### src/design/sorted_timeout_queue_defines.svh
// ----------------------------------------------------------------------------
// Sorted timeout queue: assertion macros
// Shorthand for the concurrent checks at the end of the top level.
// ----------------------------------------------------------------------------
`ifndef SORTED_TIMEOUT_QUEUE_DEFINES_SVH
`define SORTED_TIMEOUT_QUEUE_DEFINES_SVH

// Same-cycle implication, sampled on i_clk and muted during reset.
`define STO_ASSERT_IMPL(lbl, ante, cons) \
    lbl: assert property (@(posedge i_clk) disable iff (!i_rst_n) (ante) |-> (cons)) \
        else $error("sorted_timeout_queue: same-cycle check failed");

// Next-cycle implication, sampled on i_clk and muted during reset.
`define STO_ASSERT_NEXT(lbl, ante, cons) \
    lbl: assert property (@(posedge i_clk) disable iff (!i_rst_n) (ante) |=> (cons)) \
        else $error("sorted_timeout_queue: next-cycle check failed");

`endif

### src/design/sto_pkg.sv
// ----------------------------------------------------------------------------
// Sorted timeout queue package
// Sizes, codes and the command and status bundles between control and datapath.
// ----------------------------------------------------------------------------
package sto_pkg;

    localparam int ID_COUNT = 64;
    localparam int ID_W     = $clog2(ID_COUNT);
    localparam int CNT_W    = ID_W + 1;
    localparam int EXP_W    = 64;
    localparam int WORD_W   = 32;
    localparam int KIND_W   = 3;
    localparam int STAT_W   = 2;

    localparam logic [KIND_W-1:0] KIND_INSERT = 3'd0;
    localparam logic [KIND_W-1:0] KIND_REMOVE = 3'd1;
    localparam logic [KIND_W-1:0] KIND_EXPIRE = 3'd2;
    localparam logic [KIND_W-1:0] KIND_FETCH  = 3'd3;
    localparam logic [KIND_W-1:0] KIND_CLEAR  = 3'd4;

    localparam logic [STAT_W-1:0] ST_OK        = 2'd0;
    localparam logic [STAT_W-1:0] ST_NOT_FOUND = 2'd1;
    localparam logic [STAT_W-1:0] ST_FULL      = 2'd2;
    localparam logic [STAT_W-1:0] ST_NONE      = 2'd3;

    // Result staging operations.
    localparam logic [2:0] STG_KEEP  = 3'd0;
    localparam logic [2:0] STG_FULL  = 3'd1;
    localparam logic [2:0] STG_NF    = 3'd2;
    localparam logic [2:0] STG_NONE  = 3'd3;
    localparam logic [2:0] STG_NEWID = 3'd4;
    localparam logic [2:0] STG_EID   = 3'd5;
    localparam logic [2:0] STG_ORDQ  = 3'd6;
    localparam logic [2:0] STG_POP   = 3'd7;

    // Order memory read address select.
    localparam logic [2:0] ORS_NONE  = 3'd0;
    localparam logic [2:0] ORS_HEAD  = 3'd1;
    localparam logic [2:0] ORS_IDX   = 3'd2;
    localparam logic [2:0] ORS_IDXM1 = 3'd3;
    localparam logic [2:0] ORS_IDXP1 = 3'd4;
    localparam logic [2:0] ORS_POS   = 3'd5;

    // Order memory write data select.
    localparam logic [1:0] OWS_NONE  = 2'd0;
    localparam logic [1:0] OWS_ORDQ  = 2'd1;
    localparam logic [1:0] OWS_NEWID = 2'd2;

    // Walk index operations.
    localparam logic [2:0] IDX_HOLD  = 3'd0;
    localparam logic [2:0] IDX_CLR   = 3'd1;
    localparam logic [2:0] IDX_LOAD  = 3'd2;
    localparam logic [2:0] IDX_INC   = 3'd3;
    localparam logic [2:0] IDX_DEC   = 3'd4;

    typedef struct packed {
        logic       accept;
        logic [2:0] stage;
        logic [2:0] ord_rd;
        logic [1:0] ord_wr;
        logic [2:0] idx_op;
        logic       slot_rd;
        logic       ins_take;
        logic       ins_done;
        logic       rem_done;
        logic       pop;
        logic       head_load;
        logic       head_empty;
        logic       clear;
        logic       emit;
    } t_cmd;

    typedef struct packed {
        logic full;
        logic count_zero;
        logic idx_zero;
        logic idx_at_count;
        logic idx_last;
        logic match;
        logic ge;
        logic due;
        logic pos_ok;
        logic out_free;
        logic res_fired;
    } t_sts;

endpackage

### src/design/sto_ctrl.sv
// ----------------------------------------------------------------------------
// Sorted timeout queue controller
// Sequences the memory walks of each command and the result hand-off.
// ----------------------------------------------------------------------------
module sto_ctrl import sto_pkg::*; (
    input  logic              i_clk,
    input  logic              i_rst_n,
    input  logic              i_valid,
    input  logic [KIND_W-1:0] i_kind,
    output logic              o_stall,
    input  t_sts              i_sts,
    output t_cmd              o_cmd
);

    localparam logic [4:0] S_IDLE     = 5'd0;
    localparam logic [4:0] S_INS_CHK  = 5'd1;
    localparam logic [4:0] S_INS_STEP = 5'd2;
    localparam logic [4:0] S_INS_ORD  = 5'd3;
    localparam logic [4:0] S_INS_CMP  = 5'd4;
    localparam logic [4:0] S_REM_CHK  = 5'd5;
    localparam logic [4:0] S_REM_CMP  = 5'd6;
    localparam logic [4:0] S_SHF_CHK  = 5'd7;
    localparam logic [4:0] S_SHF_WR   = 5'd8;
    localparam logic [4:0] S_FET_CHK  = 5'd9;
    localparam logic [4:0] S_FET_WAIT = 5'd10;
    localparam logic [4:0] S_EXP_CHK  = 5'd11;
    localparam logic [4:0] S_EXP_ORD  = 5'd12;
    localparam logic [4:0] S_EXP_SLOT = 5'd13;
    localparam logic [4:0] S_HD_START = 5'd14;
    localparam logic [4:0] S_HD_ORD   = 5'd15;
    localparam logic [4:0] S_HD_SLOT  = 5'd16;
    localparam logic [4:0] S_CLR      = 5'd17;
    localparam logic [4:0] S_EMIT     = 5'd18;

    logic [4:0] r_state;
    logic [4:0] n_state;

    always_ff @(posedge i_clk) begin
        if (!i_rst_n) begin
            r_state <= S_IDLE;
        end else begin
            r_state <= n_state;
        end
    end

    assign o_stall = (r_state != S_IDLE);

    always_comb begin
        o_cmd   = '0;
        n_state = r_state;
        case (r_state)
            S_IDLE: begin
                if (i_valid) begin
                    o_cmd.accept = 1'b1;
                    o_cmd.idx_op = IDX_CLR;
                    case (i_kind)
                        KIND_INSERT: n_state = S_INS_CHK;
                        KIND_REMOVE: n_state = S_REM_CHK;
                        KIND_EXPIRE: n_state = S_EXP_CHK;
                        KIND_FETCH:  n_state = S_FET_CHK;
                        KIND_CLEAR:  n_state = S_CLR;
                        default:     n_state = S_EMIT;
                    endcase
                end
            end
            S_INS_CHK: begin
                if (i_sts.full) begin
                    o_cmd.stage = STG_FULL;
                    n_state     = S_EMIT;
                end else begin
                    o_cmd.ins_take = 1'b1;
                    o_cmd.stage    = STG_NEWID;
                    o_cmd.idx_op   = IDX_LOAD;
                    n_state        = S_INS_STEP;
                end
            end
            S_INS_STEP: begin
                if (i_sts.idx_zero) begin
                    o_cmd.ord_wr   = OWS_NEWID;
                    o_cmd.ins_done = 1'b1;
                    n_state        = S_HD_START;
                end else begin
                    o_cmd.ord_rd = ORS_IDXM1;
                    n_state      = S_INS_ORD;
                end
            end
            S_INS_ORD: begin
                o_cmd.slot_rd = 1'b1;
                n_state       = S_INS_CMP;
            end
            S_INS_CMP: begin
                if (i_sts.ge) begin
                    o_cmd.ord_wr = OWS_ORDQ;
                    o_cmd.idx_op = IDX_DEC;
                    n_state      = S_INS_STEP;
                end else begin
                    o_cmd.ord_wr   = OWS_NEWID;
                    o_cmd.ins_done = 1'b1;
                    n_state        = S_HD_START;
                end
            end
            S_REM_CHK: begin
                if (i_sts.idx_at_count) begin
                    o_cmd.stage = STG_NF;
                    n_state     = S_EMIT;
                end else begin
                    o_cmd.ord_rd = ORS_IDX;
                    n_state      = S_REM_CMP;
                end
            end
            S_REM_CMP: begin
                if (i_sts.match) begin
                    o_cmd.stage = STG_EID;
                    n_state     = S_SHF_CHK;
                end else begin
                    o_cmd.idx_op = IDX_INC;
                    n_state      = S_REM_CHK;
                end
            end
            S_SHF_CHK: begin
                if (i_sts.idx_last) begin
                    o_cmd.rem_done = 1'b1;
                    n_state        = S_HD_START;
                end else begin
                    o_cmd.ord_rd = ORS_IDXP1;
                    n_state      = S_SHF_WR;
                end
            end
            S_SHF_WR: begin
                o_cmd.ord_wr = OWS_ORDQ;
                o_cmd.idx_op = IDX_INC;
                n_state      = S_SHF_CHK;
            end
            S_FET_CHK: begin
                if (i_sts.pos_ok) begin
                    o_cmd.ord_rd = ORS_POS;
                    n_state      = S_FET_WAIT;
                end else begin
                    o_cmd.stage = STG_NF;
                    n_state     = S_EMIT;
                end
            end
            S_FET_WAIT: begin
                o_cmd.stage = STG_ORDQ;
                n_state     = S_EMIT;
            end
            S_EXP_CHK: begin
                if (i_sts.due) begin
                    o_cmd.ord_rd = ORS_HEAD;
                    n_state      = S_EXP_ORD;
                end else begin
                    o_cmd.stage = STG_NONE;
                    n_state     = S_EMIT;
                end
            end
            S_EXP_ORD: begin
                o_cmd.slot_rd = 1'b1;
                n_state       = S_EXP_SLOT;
            end
            S_EXP_SLOT: begin
                o_cmd.stage = STG_POP;
                o_cmd.pop   = 1'b1;
                n_state     = S_HD_START;
            end
            S_HD_START: begin
                if (i_sts.count_zero) begin
                    o_cmd.head_empty = 1'b1;
                    n_state          = S_EMIT;
                end else begin
                    o_cmd.ord_rd = ORS_HEAD;
                    n_state      = S_HD_ORD;
                end
            end
            S_HD_ORD: begin
                o_cmd.slot_rd = 1'b1;
                n_state       = S_HD_SLOT;
            end
            S_HD_SLOT: begin
                o_cmd.head_load = 1'b1;
                n_state         = S_EMIT;
            end
            S_CLR: begin
                o_cmd.clear = 1'b1;
                n_state     = S_EMIT;
            end
            S_EMIT: begin
                if (i_sts.out_free) begin
                    o_cmd.emit = 1'b1;
                    n_state    = (i_sts.res_fired && i_sts.due) ? S_EXP_CHK : S_IDLE;
                end
            end
            default: n_state = S_IDLE;
        endcase
    end

endmodule

### config.mk
export PLATFORM = sky130hd
export DESIGN_NAME = sto_ctrl
export DESIGN_NICKNAME = d
export VERILOG_FILES = /design/src/design/sorted_timeout_queue_defines.svh /design/src/design/sto_pkg.sv /design/src/design/sto_ctrl.sv
export SDC_FILE = /design/constraint.sdc
export NUM_CORES = 1
export LEC_CHECK = 0
export BUFFER_PORTS_ARGS = -buffer_cell sky130_fd_sc_hd__clkbuf_2
export CAP_MARGIN = 20
export CORE_AREA = 4 4 49 51
export CTS_CLUSTER_SIZE = 20
export DETAILED_ROUTE_END_ITERATION = 8
export DIE_AREA = 0 0 53 55
export PLACE_DENSITY = 0.79
export SYNTH_ARGS = -nofsm -noshare
export SYNTH_HDL_FRONTEND = slang
export SYNTH_SLANG_ARGS = --single-unit
### constraint.sdc
create_clock -name i_clk -period 2.1 [get_ports i_clk]
set_input_delay 0.315 -clock i_clk [delete_from_list [all_inputs] [get_ports i_clk]]
set_output_delay 0.315 -clock i_clk [all_outputs]
set_load 0.02 [all_outputs]
==> flow_summary.toml, run 1 <==
[run_status]
result_of_the_run = "completed"

[timing]
grt_setup_unrepaired = "no"
max_slew_headroom_at_the_worst_pin = 0.681
fin_setup_tns_ns = 0
slew_violations = 0
holdWs_ns = 0.384
fin_worst_skew_ns = 0.000629
maxClockFrequency_mhz = 495
tightestPinTransition_ns = 0.473
period_share = 0.962
min_tclk_post_route_ns = 2.02
setup_viol_count_final = 0
timing.final.hold_violations = 0

[placed_design]
dp.final_hpwl_mm = 2.32
gpl_wtd_cong = 0.924
buffer_ports.inserted = 38
placed_cells = 201

[layout]
flow.area_growth_from_synthesis_pct = 33.6
layout.nets = 197
antenna_cells_inserted = 0
postLayoutCoreUtil = 0.639
largest_register = "r_state"
drive_gt1_frac = 0.358
largest_register_ffs = 5
fillerInstances = 200
leading_registers_by_flop_count = "r_state x5"
final_cells = 206

[clock_tree]
cts_tree = "yes"
cts_hold_buffers = 0
htree_levels = 1
insertion_delay_ns = 0.24
cts_num_sinks = 5
clock_tree.root_cell = "sky130_fd_sc_hd__clkbuf_4"
clk_pin_slew_ns = 0.04
ctsLongestPathBuffers = 2
number_of_buffers_created_by_cts = 3

[synthesis]
synth.area.top_cells = "sky130_fd_sc_hd__dfxtp_1 (11%), sky130_fd_sc_hd__nor2_1 (6.9%), sky130_fd_sc_hd__nor2b_1 (4.7%)"
synth_edf_count = 0
synth_unique_cells = 49
synth_largest_area_cell = "sky130_fd_sc_hd__dfxtp_1"
dominantRegCellSynth = "sky130_fd_sc_hd__dfxtp_1"
ys_seq_elements = 5
synth_async_sr_flop_share = 0
synth_area_per_cell_um2 = 6.68
synth.yosys.warnings = 0
mappedNetlistArea_um2 = 928
syn-num-nets = 156
syn_inst = 139
synth_top_cell_area_share = 0.108
synth-seq-area-share = 0.108

[critical_path]
regToRegSetupSlack_ns = 0.40
timing.critical_path.to = "o_cmd[10]"
regToRegEndpoint = "r_state[3]"
data_arrival_time_at_the_worst_slack_endpoint_ns = 1.70
cp.required_ns = 1.78
worstPathCellList = "or3b_4, o21a_1, or3_1, o21ai_1, buf_4"
worstSetupPathType = "reg2out"
critical_path.endpoint_type = "output port"
critical-path-slowest-cell = "sky130_fd_sc_hd__or3b_4"
critical_path.startpoint = "r_state[1]"
critPathMaxFanout = 12
critical-path-max-stage-delay_ns = 0.41
critPathLaunchType = "flip-flop"
ff2ff_path_depth = 5
regToRegStartpoint = "r_state[1]"

[worst_hold_path]
whs_path_depth = 5
hold_class = "in2reg"

[floorplan]
floorplan.initialDensity = 0.478
die_area_um2 = 2920
die_h_um = 55
floorplan.core_area_um2 = 1940
floorplan.die.width_um = 53
floorplan.rows = 16
floorplan.io_pins = 39

[drt]
drt_pass1_iterations = 4
vias_per_cell = 5.83
dr_total_vias = 1200
wirelength_mm = 3.04
count_of_unresolved_drc_violations_after_routing = 0
routed_wire_length_per_instance_um = 14.8
detail_route.iter0.violations = 37
route.antenna.remaining_nets = 0

[global_routing]
largest_net_degree_at_the_start_of_global_routing = 22
globalRoute.totalOverflow = 0
grt_first_pass_wirelength_mm = 4.82
overall_track_demand_over_capacity_in_global_routing = 0.218
antenna_found_initial = 0
number_of_global_route_vias_before_repair = 1069

[flow_run]
cap_viol_max_count = 0

[power_and_ir_drop]
leakage_power_nw = 0.600
worst_ir_drop_vdd_mv = 0.759
powerDensity_nw_per_um2 = 1440
-- where the power goes --
part	leakage [nW]	internal [mW]	switching (mW)
combinational	0.541	0.588	0.839
clock	0.0150	0.0720	0.0414
sequential	0.0436	0.152	0.0993
-- metal layers --
metal,GRT usage,up-vias,part of all wire
met5,0,-,0
met1,0.276,525,0.44
met4,0.0681,0,0.0095
met2,0.386,65,0.47
met3,0.0268,4,0.081
li1,-,606,-
-- Yosys cell counts (2+ instances only) --
master and instances:
sky130_fd_sc_hd__buf_1 3, sky130_fd_sc_hd__a41oi_1 2, sky130_fd_sc_hd__a21oi_1 6, sky130_fd_sc_hd__and3b_1 3
sky130_fd_sc_hd__or3b_1 2, sky130_fd_sc_hd__or3_1 2, sky130_fd_sc_hd__o21ai_1 3, sky130_fd_sc_hd__and3_1 5
sky130_fd_sc_hd__dfxtp_1 5, sky130_fd_sc_hd__nor2_1 17, sky130_fd_sc_hd__inv_1 4, sky130_fd_sc_hd__clkbuf_1 6
sky130_fd_sc_hd__or4b_1 2, sky130_fd_sc_hd__and2_1 2, sky130_fd_sc_hd__o21bai_1 2, sky130_fd_sc_hd__nor3b_1 2
sky130_fd_sc_hd__nand2b_1 3, sky130_fd_sc_hd__mux2i_1 3, sky130_fd_sc_hd__a221oi_1 2, sky130_fd_sc_hd__a21o_1 2
sky130_fd_sc_hd__buf_2 3, sky130_fd_sc_hd__o21ai_0 4, sky130_fd_sc_hd__nor3_1 7, sky130_fd_sc_hd__nand3b_1 4
sky130_fd_sc_hd__a32oi_1 2, sky130_fd_sc_hd__nor2b_1 7, sky130_fd_sc_hd__a31oi_1 4, sky130_fd_sc_hd__nand3_1 4
sky130_fd_sc_hd__nand2_1 8
-- through the flow --
| stage | power, mW | cell area (µm²) | setup slack, ns |
|---|---|---|---|
| after global placement | 1.59 | 1180 | 0.211 |
| after global routing | 1.94 | 1240 | 0.00703 |
| after CTS | 1.74 | 1220 | 0.00960 |
| final | 1.79 | 1240 | 0.0800 |
| after detailed placement | 1.61 | 1180 | 0.181 |
| after floorplan | 1.20 | 928 | 0.0908 |
-- placed cells by master (no fill, tap or decap), drive strengths merged, types with 3 or more instances in the layout --
cell	n
inv	5
buf	11
nor3	8
a31oi	4
and3b	3
dfxtp	5
nor3b	3
o21ai	7
nor2	17
a221oi	3
and3	5
mux2i	3
nand3b	4
a21oi	6
nand2	8
nor2b	7
clkbuf	41
nand2b	3
or3	3
nand3	4
-- kinds of logic after synthesis --
kind of cell | after synthesis | synth area share
AO/OA/AOI/OAI | 37 | 0.288
XOR/XNOR | 1 | 0.00944
buffers and inverters | 17 | 0.0728
flip-flops | 5 | 0.108
multiplexers | 3 | 0.0323
AND/OR/NAND/NOR | 76 | 0.489
-- worst min-delay path by stage --
stage / from / to / slack, ns
finish: i_rst_n / r_state[1] / 0.38
global route: i_rst_n / r_state[4] / 0.41
CTS: i_rst_n / r_state[1] / 0.39
detailed placement: i_rst_n / r_state[1] / 0.65
global placement: i_rst_n / r_state[1] / 0.63
floorplan: i_kind[1] / r_state[2] / 0.51
-- area by class of cell --
cell class,count,area (µm²),share of cell area
Tap cell,27,33.8,0.0272
Inverter,5,18.8,0.0151
Multi-Input combinational cell,117,768,0.620
Timing Repair Buffer,48,282,0.227
Clock buffer,4,26.3,0.0212
Sequential cell,5,111,0.0898
-- worst max-delay path: cells and delay by family (launching register included) --
family          cells  cell delay, ns
buf+inv             1            0.15
flops               1            0.38
compound gates      2            0.19
simple gates        2            0.74
-- what timing repair did --
action,CTS,global route
setup endpoints to repair,5,4
gates cloned,0,0
resized for setup,3,9
buffers inserted,0,1
No activity file was read; power rests on OpenSTA's default activity.
==> run 2, diff against run 1 <==
--- a/config.mk
+++ b/config.mk
@@ -7,11 +7,10 @@
 export LEC_CHECK = 0
 export BUFFER_PORTS_ARGS = -buffer_cell sky130_fd_sc_hd__clkbuf_2
 export CAP_MARGIN = 20
-export CORE_AREA = 4 4 49 51
+export CORE_AREA = 4 4 77 51
 export CTS_CLUSTER_SIZE = 20
 export DETAILED_ROUTE_END_ITERATION = 8
-export DIE_AREA = 0 0 53 55
-export PLACE_DENSITY = 0.79
+export DIE_AREA = 0 0 81 55
 export SYNTH_ARGS = -nofsm -noshare
 export SYNTH_HDL_FRONTEND = slang
 export SYNTH_SLANG_ARGS = --single-unit
==> flow_summary.toml, run 2 (synthesis gave the netlist of run 1 again) <==
[run_status]
result_of_the_run = "completed"

[global_routing]
number_of_global_route_vias_before_repair = 1091
antenna_found_initial = 0
grt_first_pass_wirelength_mm = 5.38
overall_track_demand_over_capacity_in_global_routing = 0.159
largest_net_degree_at_the_start_of_global_routing = 19
globalRoute.totalOverflow = 0

[timing]
maxClockFrequency_mhz = 498
grt_setup_unrepaired = "yes"
slew_violations = 0
timing.final.hold_violations = 0
tightestPinTransition_ns = 0.672
setup_viol_count_final = 0
holdWs_ns = 0.415
max_slew_headroom_at_the_worst_pin = 0.547
min_tclk_post_route_ns = 2.01
period_share = 0.956
fin_worst_skew_ns = 0.00482

[drt]
wirelength_mm = 3.37
dr_total_vias = 1224
detail_route.iter0.violations = 106
vias_per_cell = 5.39
route.antenna.remaining_nets = 0
count_of_unresolved_drc_violations_after_routing = 0
routed_wire_length_per_instance_um = 14.8
drt_pass1_iterations = 4

[floorplan]
floorplan.core_area_um2 = 3160
die_area_um2 = 4460
floorplan.die.width_um = 81
floorplan.io_pins = 39
floorplan.rows = 16
floorplan.initialDensity = 0.294
die_h_um = 55

[power_and_ir_drop]
powerDensity_nw_per_um2 = 1470
worst_ir_drop_vdd_mv = 0.528
leakage_power_nw = 0.619
finalPower_mw = 1.89

[layout]
flow.area_growth_from_synthesis_pct = 38.4
largest_register_ffs = 5
mostFrequentLayoutCells = "sky130_fd_sc_hd__clkbuf_2 (37), sky130_fd_sc_hd__nor2_1 (17), sky130_fd_sc_hd__buf_4 (14)"
final_common_cell = "sky130_fd_sc_hd__clkbuf_2"
antenna_cells_inserted = 0
drive_gt1_frac = 0.357
largest_register = "r_state"
layout.nets = 200
fillerInstances = 356
leading_registers_by_flop_count = "r_state x5"
final_cells = 227

[worst_hold_path]
end_point_of_the_most_critical_hold_path = "r_state[1]"
whs_path_depth = 5
holdCritStartpoint = "i_rst_n"
hold_class = "in2reg"

[critical_path]
critPathLaunchType = "flip-flop"
critical_path.endpoint_type = "output port"
critical-path-max-stage-delay_ns = 0.35
worstSetupPathType = "reg2out"
regToRegEndpoint = "r_state[3]"
cp.required_ns = 1.78
worstPathCellList = "buf_4, nand3b_1, o21a_1, or3_4, nand2b_1, clkbuf_2"
critPathMaxFanout = 12
ff2ff_path_depth = 6
regToRegStartpoint = "r_state[4]"
critical-path-slowest-cell = "sky130_fd_sc_hd__dfxtp_2"
regToRegSetupSlack_ns = 0.29
data_arrival_time_at_the_worst_slack_endpoint_ns = 1.69

[placed_design]
buffer_ports.inserted = 38
gpl_wtd_cong = 0.883
placed_cells = 222
dp.final_hpwl_mm = 2.71

[clock_tree]
insertion_delay_ns = 0.23
clock_tree.root_cell = "sky130_fd_sc_hd__clkbuf_8"
clk_pin_slew_ns = 0.04
number_of_buffers_created_by_cts = 3
cts_tree = "yes"
htree_levels = 1
cts_num_sinks = 5
ctsLongestPathBuffers = 2

[flow_run]
cap_viol_max_count = 0
## run 2: cell types whose count changed in the layout (fill, tap and decap cells not counted), sizes merged
cell,before,now
buf,11,14
## run 2: cell type report
cell class / instances / area (µm²) / area share
inverter: 5 / 18.8 / 0.0146
clock buffer: 4 / 45.0 / 0.0351
sequential: 5 / 104 / 0.0808
timing repair buffer: 51 / 290 / 0.226
multi-input combinational: 117 / 771 / 0.600
tap: 45 / 56.3 / 0.0438
## run 2: worst max-delay path by stage
stage	startpoint	to	slack [ns]	cells after the start
6_report	r_state[3]	o_cmd[9]	0.09	6
5_1_grt	r_state[3]	o_cmd[9]	-0.002	6
4_1_cts	r_state[0]	o_cmd[14]	0.02	4
3_5_place_dp	r_state[3]	o_cmd[10]	0.24	5
3_3_place_gp	r_state[3]	o_cmd[10]	0.22	5
2_1_floorplan	r_state[0]	o_cmd[19]	0.09	5
## run 2: what timing repair did
action | CTS | global route
pin swaps | 0 | 0
gates resized for setup | 1 | 6
setup buffers | 0 | 1
hold endpoints to repair | 0 | 0
hold buffers | 0 | 0
endpoints found under the setup margin | 1 | 9
## run 2: critical path, delay by kind of cell, from the launching register on
kind,cells,cell delay [ns]
AOI/OAI and AO/OA,1,0.18
buffers and inverters,2,0.35
DFF,1,0.35
and+or+nand+nor,3,0.59
## run 2: per-layer routing
| metal | vias to the layer above | global-route usage | part of all wire |
|---|---|---|---|
| met2 | 67 | 0.214 | 0.36 |
| met4 | 0 | 0.0253 | 0 |
| met5 | - | 0 | 0 |
| li1 | 614 | - | - |
| met1 | 543 | 0.247 | 0.52 |
| met3 | 0 | 0.0437 | 0.12 |
## run 2: power breakdown
| part | internal (mW) | switching (mW) |
|---|---|---|
| Sequential | 0.144 | 0.0826 |
| Clock | 0.131 | 0.0529 |
| Combinational | 0.590 | 0.887 |
## run 2: through the flow
step	area, µm²	setup WS, ns	TNS (ns)	util
after floorplan	928	0.0908	0	-
after global placement	1220	0.218	0	0.384
after detailed placement	1220	0.241	0	0.384
after CTS	1260	0.0209	0	0.399
after global routing	1280	-0.00225	-0.00225	0.406
final	1280	0.0925	0	0.406
